==> src/bal_pkg.sv <==
// ----------------------------------------------------------------------------
// Bounded array list package
// Shared types and codes for the list controller, datapath and top level.
// ----------------------------------------------------------------------------
package bal_pkg;

   localparam logic [2:0] OP_APPEND = 3'd0;
   localparam logic [2:0] OP_READ   = 3'd1;
   localparam logic [2:0] OP_WRITE  = 3'd2;
   localparam logic [2:0] OP_REMOVE = 3'd3;
   localparam logic [2:0] OP_SWAP   = 3'd4;

   localparam logic [1:0] ST_OK    = 2'd0;
   localparam logic [1:0] ST_FULL  = 2'd1;
   localparam logic [1:0] ST_RANGE = 2'd2;

   typedef struct packed {
      logic [2:0]         operation;
      logic [7:0]         index;
      logic [7:0]         second_index;
      logic signed [31:0] value;
   } req_type;

   typedef struct packed {
      logic signed [31:0] read_value;
      logic [8:0]         count;
      logic [1:0]         status;
   } rsp_type;

   typedef enum logic [2:0] {
      WA_COUNT,
      WA_REQ,
      WA_HOLD_A,
      WA_HOLD_B,
      WA_SHIFT
   } wa_type;

   typedef enum logic [1:0] {
      WD_VALUE,
      WD_RDA,
      WD_RDB
   } wd_type;

   typedef enum logic {
      RA_REQ,
      RA_PTR
   } ra_type;

   typedef enum logic [1:0] {
      RV_ZERO,
      RV_RDA,
      RV_RES
   } rv_type;

   typedef struct packed {
      logic       mem_wr;
      wa_type     wr_addr;
      wd_type     wr_data;
      logic       rd_en;
      ra_type     rd_src;
      logic       ptr_load;
      logic       res_load;
      logic       count_inc;
      logic       count_dec;
      logic       rsp_load;
      rv_type     rsp_val;
      logic [1:0] status;
   } cmd_type;

   typedef struct packed {
      logic range_a;
      logic range_b;
      logic full;
      logic ptr_more;
   } stat_type;

endpackage

==> src/bal_ctrl.sv <==
// ----------------------------------------------------------------------------
// Bounded array list controller
// Sequences each operation through memory reads, writes and the remove shift.
// ----------------------------------------------------------------------------
module bal_ctrl (
   input  logic              clock,
   input  logic              reset,
   input  logic              req_valid,
   input  logic [2:0]        operation,
   input  logic              rsp_free,
   input  bal_pkg::stat_type stat,
   output logic              req_ready,
   output bal_pkg::cmd_type  cmd
);

   typedef enum logic [2:0] {
      S_IDLE,
      S_READ,
      S_SWAP_A,
      S_SWAP_B,
      S_REM_FIRST,
      S_SHIFT
   } state_type;

   state_type state_ff;
   state_type state_in;
   logic      accept;

   assign req_ready = (state_ff == S_IDLE) && rsp_free;
   assign accept    = req_valid && req_ready;

   always_comb begin
      cmd      = '0;
      state_in = state_ff;
      case (state_ff)
         S_IDLE: begin
            if (accept) begin
               cmd.rsp_load = 1'b1;
               cmd.status   = bal_pkg::ST_OK;
               case (operation)
                  bal_pkg::OP_APPEND: begin
                     if (stat.full) begin
                        cmd.status = bal_pkg::ST_FULL;
                     end else begin
                        cmd.mem_wr    = 1'b1;
                        cmd.wr_addr   = bal_pkg::WA_COUNT;
                        cmd.wr_data   = bal_pkg::WD_VALUE;
                        cmd.count_inc = 1'b1;
                     end
                  end
                  bal_pkg::OP_READ: begin
                     if (stat.range_a) begin
                        cmd.status = bal_pkg::ST_RANGE;
                     end else begin
                        cmd.rsp_load = 1'b0;
                        cmd.rd_en    = 1'b1;
                        cmd.rd_src   = bal_pkg::RA_REQ;
                        state_in     = S_READ;
                     end
                  end
                  bal_pkg::OP_WRITE: begin
                     if (stat.range_a) begin
                        cmd.status = bal_pkg::ST_RANGE;
                     end else begin
                        cmd.mem_wr  = 1'b1;
                        cmd.wr_addr = bal_pkg::WA_REQ;
                        cmd.wr_data = bal_pkg::WD_VALUE;
                     end
                  end
                  bal_pkg::OP_REMOVE: begin
                     if (stat.range_a) begin
                        cmd.status = bal_pkg::ST_RANGE;
                     end else begin
                        cmd.rsp_load = 1'b0;
                        cmd.rd_en    = 1'b1;
                        cmd.rd_src   = bal_pkg::RA_REQ;
                        cmd.ptr_load = 1'b1;
                        state_in     = S_REM_FIRST;
                     end
                  end
                  bal_pkg::OP_SWAP: begin
                     if (stat.range_a || stat.range_b) begin
                        cmd.status = bal_pkg::ST_RANGE;
                     end else begin
                        cmd.rsp_load = 1'b0;
                        cmd.rd_en    = 1'b1;
                        cmd.rd_src   = bal_pkg::RA_REQ;
                        state_in     = S_SWAP_A;
                     end
                  end
                  default: begin
                     cmd.status = bal_pkg::ST_OK;
                  end
               endcase
            end
         end
         S_READ: begin
            cmd.rsp_load = 1'b1;
            cmd.rsp_val  = bal_pkg::RV_RDA;
            state_in     = S_IDLE;
         end
         S_SWAP_A: begin
            cmd.mem_wr  = 1'b1;
            cmd.wr_addr = bal_pkg::WA_HOLD_A;
            cmd.wr_data = bal_pkg::WD_RDB;
            state_in    = S_SWAP_B;
         end
         S_SWAP_B: begin
            cmd.mem_wr   = 1'b1;
            cmd.wr_addr  = bal_pkg::WA_HOLD_B;
            cmd.wr_data  = bal_pkg::WD_RDA;
            cmd.rsp_load = 1'b1;
            state_in     = S_IDLE;
         end
         S_REM_FIRST: begin
            cmd.res_load = 1'b1;
            if (stat.ptr_more) begin
               cmd.rd_en  = 1'b1;
               cmd.rd_src = bal_pkg::RA_PTR;
               state_in   = S_SHIFT;
            end else begin
               cmd.count_dec = 1'b1;
               cmd.rsp_load  = 1'b1;
               cmd.rsp_val   = bal_pkg::RV_RDA;
               state_in      = S_IDLE;
            end
         end
         S_SHIFT: begin
            cmd.mem_wr  = 1'b1;
            cmd.wr_addr = bal_pkg::WA_SHIFT;
            cmd.wr_data = bal_pkg::WD_RDA;
            if (stat.ptr_more) begin
               cmd.rd_en  = 1'b1;
               cmd.rd_src = bal_pkg::RA_PTR;
            end else begin
               cmd.count_dec = 1'b1;
               cmd.rsp_load  = 1'b1;
               cmd.rsp_val   = bal_pkg::RV_RES;
               state_in      = S_IDLE;
            end
         end
         default: begin
            state_in = S_IDLE;
         end
      endcase
   end

   always_ff @(posedge clock) begin
      if (reset) begin
         state_ff <= S_IDLE;
      end else begin
         state_ff <= state_in;
      end
   end

endmodule

==> config.mk <==
export PLATFORM = sky130hd
export DESIGN_NAME = bal_ctrl
export DESIGN_NICKNAME = d
export VERILOG_FILES = /design/src/bal_pkg.sv /design/src/bal_ctrl.sv
export SDC_FILE = /design/constraint.sdc
export NUM_CORES = 1
export LEC_CHECK = 0
export BUFFER_PORTS_ARGS = -buffer_cell sky130_fd_sc_hd__clkbuf_2
export CORE_UTILIZATION = 30
export DETAILED_ROUTE_END_ITERATION = 8
export HOLD_SLACK_MARGIN = 0.06
export PLACE_DENSITY = 0.67
export SYNTH_ARGS = -nofsm -noshare
export SYNTH_HDL_FRONTEND = slang
export SYNTH_SLANG_ARGS = --single-unit
==> constraint.sdc <==
create_clock -name clock -period 2.44 [get_ports clock]
set_input_delay 0.244 -clock clock [delete_from_list [all_inputs] [get_ports clock]]
set_output_delay 0.244 -clock clock [all_outputs]
set_load 0.01 [all_outputs]
==> results of run 1 <==
==> worst max path at each step <==
stage | start | endpoint | slack, ns | cells past startpoint
3_3_place_gp | state_ff[0] | cmd[13] | 0.44 | 6
3_5_place_dp | state_ff[0] | cmd[13] | 0.44 | 6
2_1_floorplan | state_ff[0] | cmd[13] | 0.35 | 6
5_1_grt | state_ff[0] | cmd[13] | 0.09 | 6
6_report | state_ff[0] | cmd[13] | 0.19 | 6
4_1_cts | state_ff[0] | cmd[13] | 0.18 | 6
==> layout by cell type, fill, tap and decap left out, drive strengths merged, types with 2 or more instances in the layout <==
cell | synthesis | layout
or2 | 2 | 2
buf | 4 | 3
nand2 | 3 | 3
nor3 | 4 | 4
nand2b | 4 | 4
a2111oi | 2 | 2
dfxtp | 3 | 3
a21oi | 5 | 5
nand3b | 2 | 2
or4b | 2 | 2
nor2 | 8 | 8
clkbuf | 0 | 32
nor4 | 3 | 3
inv | 5 | 5
==> per-layer routing <==
metal  GRT usage [%]  up-vias
met5               0        -
met4           10.34        0
met3           4.444        0
met2           25.00       19
met1           21.38      249
li1                -      285
==> power groups by stage <==
stage	Combinational, mW	Sequential (mW)	Clock [mW]
CTS	0.0528	0.0503	0.0915
detailed placement	0.0527	0.0511	0
finish	0.0524	0.0503	0.0860
global placement	0.0515	0.0510	0
floorplan	0.0313	0.0511	0
global route	0.0589	0.0503	0.0954
==> area by class of cell <==
class | count | area, sq um | share of cell area (%)
clock buffers | 4 | 26.28 | 4.294
inverters | 5 | 18.77 | 3.067
multi-input cells | 48 | 325.3 | 53.17
flip-flops and latches | 3 | 60.06 | 9.816
well taps | 15 | 18.77 | 3.067
repair buffers | 31 | 162.7 | 26.58
==> cells by family (layout without fill, tap and decap cells) <==
family                 Yosys count  after routing  synth area share (%)
buffers and inverters            9             40                 11.49
and+or+nand+nor                 33             33                 46.84
DFF                              3              3                 13.79
AOI/OAI and AO/OA               15             15                 27.88
==> critical path, cell delays in order (launching register included) <==
cell and delay, ns:
dfxtp_1 0.30, or4b_4 0.55, inv_2 0.09, nand2_4 0.07
or4_1 0.46, a21oi_1 0.15, clkbuf_2 0.14
==> through the flow <==
step	total power [mW]	util, %
after floorplan	0.08235	-
after global placement	0.1026	44.44
after detailed placement	0.1037	44.44
after CTS	0.1946	46.44
after global routing	0.2045	46.44
final	0.1888	46.44
==> reports/qor.csv, run 1 <==
metric,value,unit
CP Capture Type,output pin,
"Top FF cell, synth",dfxtp_1,
Sw Ratio,29.23,%
effective utilization at floorplan,33.05,%
CTS tree,yes,
wire length on met1,538,microns
"top cells by count, synth","nor2_1, a21oi_1, inv_1, nand2b_1, nor3_1",
Regs by FF count,state_ff: 3 flops,
synthesized area per cell,7.257,sq um
crit path max fanout,7,
dpl ws,0.4392,ns
min-delay worst type,primary input to flip-flop,
leakage power of the design,0.2995,nW
"count leader, synth",nor2_1,
total CTS buffers,3,
Core Footprint,1318,sq um
max reg flops,3,
DR top layer,met3,
vias in the first global route,445,
clock sinks,3,
max-cap viol count,0,
H-tree levels,1,
Clock transition at path regs,0.04,ns
# setup viols final,0,
slew of the pin with the lowest slew margin,0.3902,ns
Synth top area share,13.79,%
# hold bufs at CTS,0,
Die H,40.10,microns
Period minus WS final,2.249,ns
P_int,0.1336,mW
Global Route Usage Sum,16.86,%
Yosys cell types,31,
peak supply drop,228.9,uV
Layout fillers,145,
non-filler instance count after layout,106,
fin worst setup slack,0.1911,ns
first-pass GRT wire length,1800,microns
switching power,0.05517,mW
# diodes,0,
routability congestion estimate,0.7671,
Via Count,553,
setup TNS,0,ns
Syn Nets,71,
Detailed Route Iter0 Violations,13,
hold depth,2,
worst hold slack,0.2169,ns
"final std cell area, no fill",611.8,sq um
ranking of synthesized cells by area,"dfxtp_1, nor2_1, a2111oi_4",
placed cells,102,
Post-Synthesis Cells,60,
Yosys top cell by area,dfxtp_1,
flop-to-flop setup slack,0.72,ns
Critical Path Start Type,flip-flop,
layout cells sized above 1,45.05,%
max_slew headroom,73.99,%
"Req. time, crit path",2.20,ns
DRT Wirelength,1183,microns
DRC Markers,0,
IO Pins,29,
CTS root buf,clkbuf_4,
Overflow after GRT,0,
Worst R2R Path Depth,4,
status,finished clean,
Clock Tree Buf Depth,2,
DR WL met2,570,microns
Post-synth EDFFs,0,
Clk pwr share,45.6,%
Met3 Routed Length,75,microns
Pre-antenna DRT Iters,4,
Skew-Pair Late Insertion Delay,0.23,ns
wire per inst,11.16,microns
Biggest register,state_ff,
post-CTS sizing,0,
Die ar.,1608,sq um
r2r endpoint,state_ff[0],
critical path arrival,2.00,ns
Yosys Warn Count,0,
ys async rst share,0,%
Final #Nets,103,
register bit count reported by yosys,3,
Post-DP HPWL,929.8,microns
Slew Limit Fails,0,
Die Span X,40.10,microns
Placement Rows,13,
post-route ant nets,0,
PwrDens,308.5,nW/um^2
Clock Skews,0.001371,ns
Area Overhead vs Synth,40.52,%
hold endpoint,state_ff[2],
combinational power share,27.8,%
largest net degree at the start of global routing,14,
# port buffers,28,
placed cell areas,585.6,sq um
Syn Std Cell Area,435.4,sq um
vias per cell,5.217,
fin crit share,92.17,%
hold_sp,reset,
WS Path Type,flip-flop to output pin,
Flop pwr share,26.7,%
Max Fclk,0.4447,GHz
"Hold Violations, Final",0,
RSZ-0062 raised after global routing,false,
Setup Buffers After CTS,0,
register area share after synthesis,13.79,%
worst r2r src,state_ff[0],
initial antenna violation count,0,
Power figures use the tool's default switching activity.
==> run 2: changes to the inputs <==
SETUP_SLACK_MARGIN = 0.3   (was not set)
==> run 2 against run 1 <==
Net effect:
- clock skew barely moved
- largest power group unchanged
- first-iteration DRC count increased by 15%
- setup slack better by 0.14 ns
- global-route usage rose by 1.2 points
- sequential share of layout area fell by 0.52 points
- design area increased by 7.8%
- clock power about the same
- register-to-register slack worse by 0.21 ns
- combinational power up 14%
- wire length grew 6.7%
- critical path depth unchanged
==> reports/qor.csv, run 2 (synthesized netlist as in run 1, its figures left out) <==
metric,value,unit,change
fin crit share,86.32,%,-5.9 points
Skew-Pair Late Insertion Delay,0.23,ns,about the same
wire per inst,11.37,microns,+1.9%
max-cap viol count,0,,unchanged
vias per cell,5.189,,-0.53%
Period minus WS final,2.106,ns,-0.1428 ns
switching power,0.05775,mW,+4.7%
flop-to-flop setup slack,0.51,ns,-0.21 ns
Detailed Route Iter0 Violations,15,,+2
DRC Markers,0,,unchanged
post-route ant nets,0,,unchanged
routability congestion estimate,0.7671,,unchanged
WS Path Type,flip-flop to output pin,,
hold_sp,reset,,
status,finished clean,,
# port buffers,28,,unchanged
Via Count,576,,+4.2%
max_slew headroom,77.60,%,+3.6 points
Die Span X,40.10,microns,unchanged
Placement Rows,13,,unchanged
critical path arrival,1.86,ns,-0.14 ns
setup TNS,0,ns,unchanged
CTS root buf,clkbuf_4,,
H-tree levels,1,,unchanged
worst r2r src,state_ff[1],,
Sw Ratio,29.47,%,+0.24 points
Worst R2R Path Depth,6,,+2
PwrDens,297.2,nW/um^2,-3.7%
initial antenna violation count,0,,unchanged
leakage power of the design,0.3259,nW,+8.8%
Clock Tree Buf Depth,2,,unchanged
Final Util,50.05,%,+3.6 points
total CTS buffers,3,,unchanged
Pre-antenna DRT Iters,4,,unchanged
Final #Nets,108,,+4.9%
largest net degree at the start of global routing,14,,unchanged
vias in the first global route,472,,+6.1%
effective utilization at floorplan,33.05,%,unchanged
CTS tree,yes,,
P_int,0.1382,mW,+3.5%
crit path from,state_ff[1],,
"Hold Violations, Final",0,,unchanged
RSZ-0062 raised after global routing,true,,
layout cells sized above 1,50.00,%,+4.9 points
# setup viols final,0,,unchanged
"commonest non-fill, non-tap cells in the layout","clkbuf_2, nor2_1, buf_4",,
# hold bufs at CTS,0,,unchanged
Post-DP HPWL,929.8,microns,unchanged
Flop pwr share,25.7,%,-1.0 points
Core Footprint,1318,sq um,unchanged
Global Route Usage Sum,18.10,%,+1.2 points
Slew Limit Fails,0,,unchanged
Clock transition at path regs,0.03,ns,about the same
Die ar.,1608,sq um,unchanged
Area Overhead vs Synth,51.44,%,
slew of the pin with the lowest slew margin,0.3361,ns,-0.05412 ns
Biggest register,state_ff,,
worst setup path end,cmd[13],,
"commonest non-fill, non-tap cell in the layout",clkbuf_2,,
clock sinks,3,,unchanged
Max Fclk,0.4748,GHz,+6.8%
r2r endpoint,state_ff[0],,
"Req. time, crit path",2.20,ns,about the same
IO Pins,29,,unchanged
combinational power share,30.4,%,+2.6 points
DRT Wirelength,1262,microns,+6.7%
crit path max fanout,4,,-3
Clock Skews,0.001406,ns,+0.00003461 ns
CP Capture Type,output pin,,
max reg flops,3,,unchanged
min-delay worst type,primary input to flip-flop,,
Critical Path Start Type,flip-flop,,
first-pass GRT wire length,1918,microns,+6.6%
Die H,40.10,microns,unchanged
peak supply drop,230.8,uV,+0.82%
Clk pwr share,43.9,%,-1.7 points
Regs by FF count,state_ff: 3 flops,,
Overflow after GRT,0,,unchanged
# diodes,0,,unchanged
[run 2: cell count changes in the layout (fill, tap and decap cells not counted), sizes merged]
cell and change:
clkbuf -1, buf +6
[run 2: power by group through the flow]
stage | combinational (mW) | clock [mW] | sequential [mW]
3_5_place_dp | 0.0527 | 0 | 0.0511
3_3_place_gp | 0.0515 | 0 | 0.0510
2_1_floorplan | 0.0313 | 0 | 0.0511
4_1_cts | 0.0577 | 0.0915 | 0.0503
6_report | 0.0596 | 0.0860 | 0.0503
5_1_grt | 0.0663 | 0.0951 | 0.0503
[run 2: area by class of cell]
| type | count | area [sq um] |
|---|---|---|
| Clock buffer | 4 | 26.28 |
| Fill cell | 140 | 658.1 |
| Inverter | 5 | 21.27 |
| Multi-Input combinational cell | 48 | 331.6 |
| Sequential cell | 3 | 61.31 |
| Tap cell | 15 | 18.77 |
| Timing Repair Buffer | 36 | 200.2 |
[run 2: layer usage]
metal  track usage, %  share of wire (%)  vias to the layer above
met2            28.23                 50                       14
li1                 -                  -                      293
met3            4.444                5.1                        0
met1            22.30                 45                      269
met5                0                  0                        -
met4            10.34                  0                        0
[run 2: how the worst min path moves through the flow]
stage,to,cells after the start
after global placement,state_ff[2],2
after global routing,state_ff[1],2
after detailed placement,state_ff[1],2
after CTS,state_ff[1],2
final,state_ff[1],2
after floorplan,state_ff[2],1
[run 2: timing repair]
action | CTS | global route
setup endpoints to repair | 1 | 4
gates resized for setup | 2 | 2
setup buffers | 3 | 2
pin swaps | 4 | 0
[run 2: critical path: stages, from the launching register on]
cell and delay [ns]:
dfxtp_2 0.31, or4b_4 0.55, inv_4 0.08, nand2_4 0.05, or4_1 0.39, a21oi_1 0.12
buf_2 0.14
[run 2: through the flow]
step / hold slack, ns / cells / area (sq um) / power (mW) / worst slack [ns]
floorplan: 0.3208 / 60 / 435.4 / 0.08235 / 0.3474
global placement: 0.4488 / 102 / 585.6 / 0.1026 / 0.4445
detailed placement: 0.4541 / 102 / 585.6 / 0.1037 / 0.4392
CTS: 0.1983 / 109 / 638.1 / 0.1995 / 0.2603
global route: 0.2190 / 111 / 659.4 / 0.2117 / 0.2397
finish: 0.2123 / 111 / 659.4 / 0.1960 / 0.3339
==> run 3: changes to the inputs <==
RECOVER_POWER = 100   (was not set)
==> run 3 against run 2 <==
Net effect:
- clock skew did not move
- non-clock buffer count did not move
- worst hold slack got worse by 0.0043 ns
- critical path depth rose by 1
- global-route usage did not move
- largest power group unchanged
==> reports/qor.csv, run 3 (synthesized netlist as in run 1, its figures left out) <==
metric,value,unit,change
Detailed Route Iter0 Violations,10,,-5
CP Capture Type,output pin,,
CTS tree,yes,,
Die Span X,40.10,microns,unchanged
Final #Nets,108,,unchanged
Clock transition at path regs,0.03,ns,about the same
global routing usage on met2,28.23,%,unchanged
Period minus WS final,2.159,ns,+0.05257 ns
met3 Usage GRT,4.444,%,unchanged
fin crit share,88.47,%,+2.2 points
Layout fillers,154,,+10%
"commonest non-fill, non-tap cells in the layout","clkbuf_1, clkbuf_2, nor2_1",,
H-tree levels,1,,unchanged
"Req. time, crit path",2.20,ns,about the same
largest net degree at the start of global routing,14,,unchanged
worst hold slack,0.2081,ns,-0.004290 ns
post-route ant nets,0,,unchanged
# diodes,0,,unchanged
routability congestion estimate,0.7671,,unchanged
CTS root buf,clkbuf_4,,
Clock Skews,0.001406,ns,unchanged
Pre-antenna DRT Iters,4,,unchanged
RSZ-0062 raised after global routing,true,,
slew of the pin with the lowest slew margin,0.4935,ns,+0.1574 ns
Clock Tree Buf Depth,2,,unchanged
clock sinks,3,,unchanged
Slew Limit Fails,0,,unchanged
max reg flops,3,,unchanged
Overflow after GRT,0,,unchanged
Global Route Usage Sum,18.10,%,unchanged
min-delay worst type,primary input to flip-flop,,
Die ar.,1608,sq um,unchanged
peak supply drop,229.7,uV,-0.47%
met1 Track Usage GR,22.30,%,unchanged
Core Footprint,1318,sq um,unchanged
"Hold Violations, Final",0,,unchanged
# hold bufs at CTS,0,,unchanged
critical path arrival,1.91,ns,+0.05 ns
# setup viols final,0,,unchanged
setup TNS,0,ns,unchanged
leakage power of the design,0.2654,nW,-19%
IO Pins,29,,unchanged
wire per inst,11.48,microns,+0.95%
WS Path Type,flip-flop to output pin,,
Area Overhead vs Synth,44.25,%,
PwrDens,307.9,nW/um^2,+3.6%
first-pass GRT wire length,1918,microns,unchanged
"commonest non-fill, non-tap cell in the layout",clkbuf_1,,
Via Count,571,,-0.87%
DRT Wirelength,1274,microns,+0.95%
Critical Path Start Type,flip-flop,,
max-cap viol count,0,,unchanged
initial antenna violation count,0,,unchanged
Max Fclk,0.4632,GHz,-2.4%
status,finished clean,,
Post-DP HPWL,929.8,microns,unchanged
Die H,40.10,microns,unchanged
vias per cell,5.144,,-0.87%
crit path max fanout,4,,unchanged
max_slew headroom,67.10,%,-10 points
Regs by FF count,state_ff: 3 flops,,
Placement Rows,13,,unchanged
layout cells sized above 1,31.25,%,-19 points
DRC Markers,0,,unchanged
GR peak layer,met2,,
# port buffers,28,,unchanged
vias in the first global route,472,,unchanged
Biggest register,state_ff,,
effective utilization at floorplan,33.05,%,unchanged
Skew-Pair Late Insertion Delay,0.23,ns,about the same
total CTS buffers,3,,unchanged
run 3: repair_timing:
action                                  in CTS  in global routing
hold endpoints to repair                     0                  0
setup buffers                                3                  2
pin swaps                                    4                  0
endpoints found under the setup margin       1                  4
gates resized for setup                      2                  2
run 3: path summary, 6_finish.rpt:
| check | end | from | cells past startpoint | slack, ns |
|---|---|---|---|---|
| worst max-delay path | cmd[16] | state_ff[1] | 7 | 0.28 |
| worst min-delay path | state_ff[1] | reset | 2 | 0.21 |
| worst max register to register | state_ff[0] | state_ff[1] | 6 | 0.46 |
| worst min register to register | state_ff[1] | state_ff[0] | 2 | 0.58 |
run 3: cell type report:
cell class                      instances  area, sq um  area share [%]
Timing Repair Buffer                   36        176.4           28.09
Inverter                                5        21.27           3.386
Tap cell                               15        18.77           2.988
Clock buffer                            4        26.28           4.183
Sequential cell                         3        61.31           9.761
Multi-Input combinational cell         48        324.1           51.59
run 3: worst max-delay path, cell delays in order, from the launching register on:
cell and delay (ns):
dfxtp_2 0.31, or4b_4 0.55, inv_4 0.08, nand2_4 0.05, buf_4 0.14, nor4_1 0.31, a21o_1 0.14, clkbuf_2 0.12
run 3: stage by stage:
stage	utilization [%]	setup WS [ns]	total power [mW]	instance area, sq um	instances
final	47.67	0.2813	0.1934	628.1	111
after global routing	47.67	0.2023	0.2094	628.1	111
after CTS	48.43	0.2603	0.1995	638.1	109
after detailed placement	44.44	0.4392	0.1037	585.6	102
after global placement	44.44	0.4445	0.1026	585.6	102
after floorplan	-	0.3474	0.08235	435.4	60
run 3: where the power goes:
| part | leakage [nW] | switching (mW) | internal [mW] |
|---|---|---|---|
| sequential | 0.0247 | 0.000296 | 0.0500 |
| combinational | 0.226 | 0.0316 | 0.0254 |
| clock | 0.0150 | 0.0248 | 0.0612 |
run 3: metal layers:
layer  up-vias  routed length, microns  share of wire (%)
li1        292                       -                  -
met2        14                     629                 49
met1       265                     576                 45
met4         0                       0                  0
met5         -                       0                  0
met3         0                      68                5.3
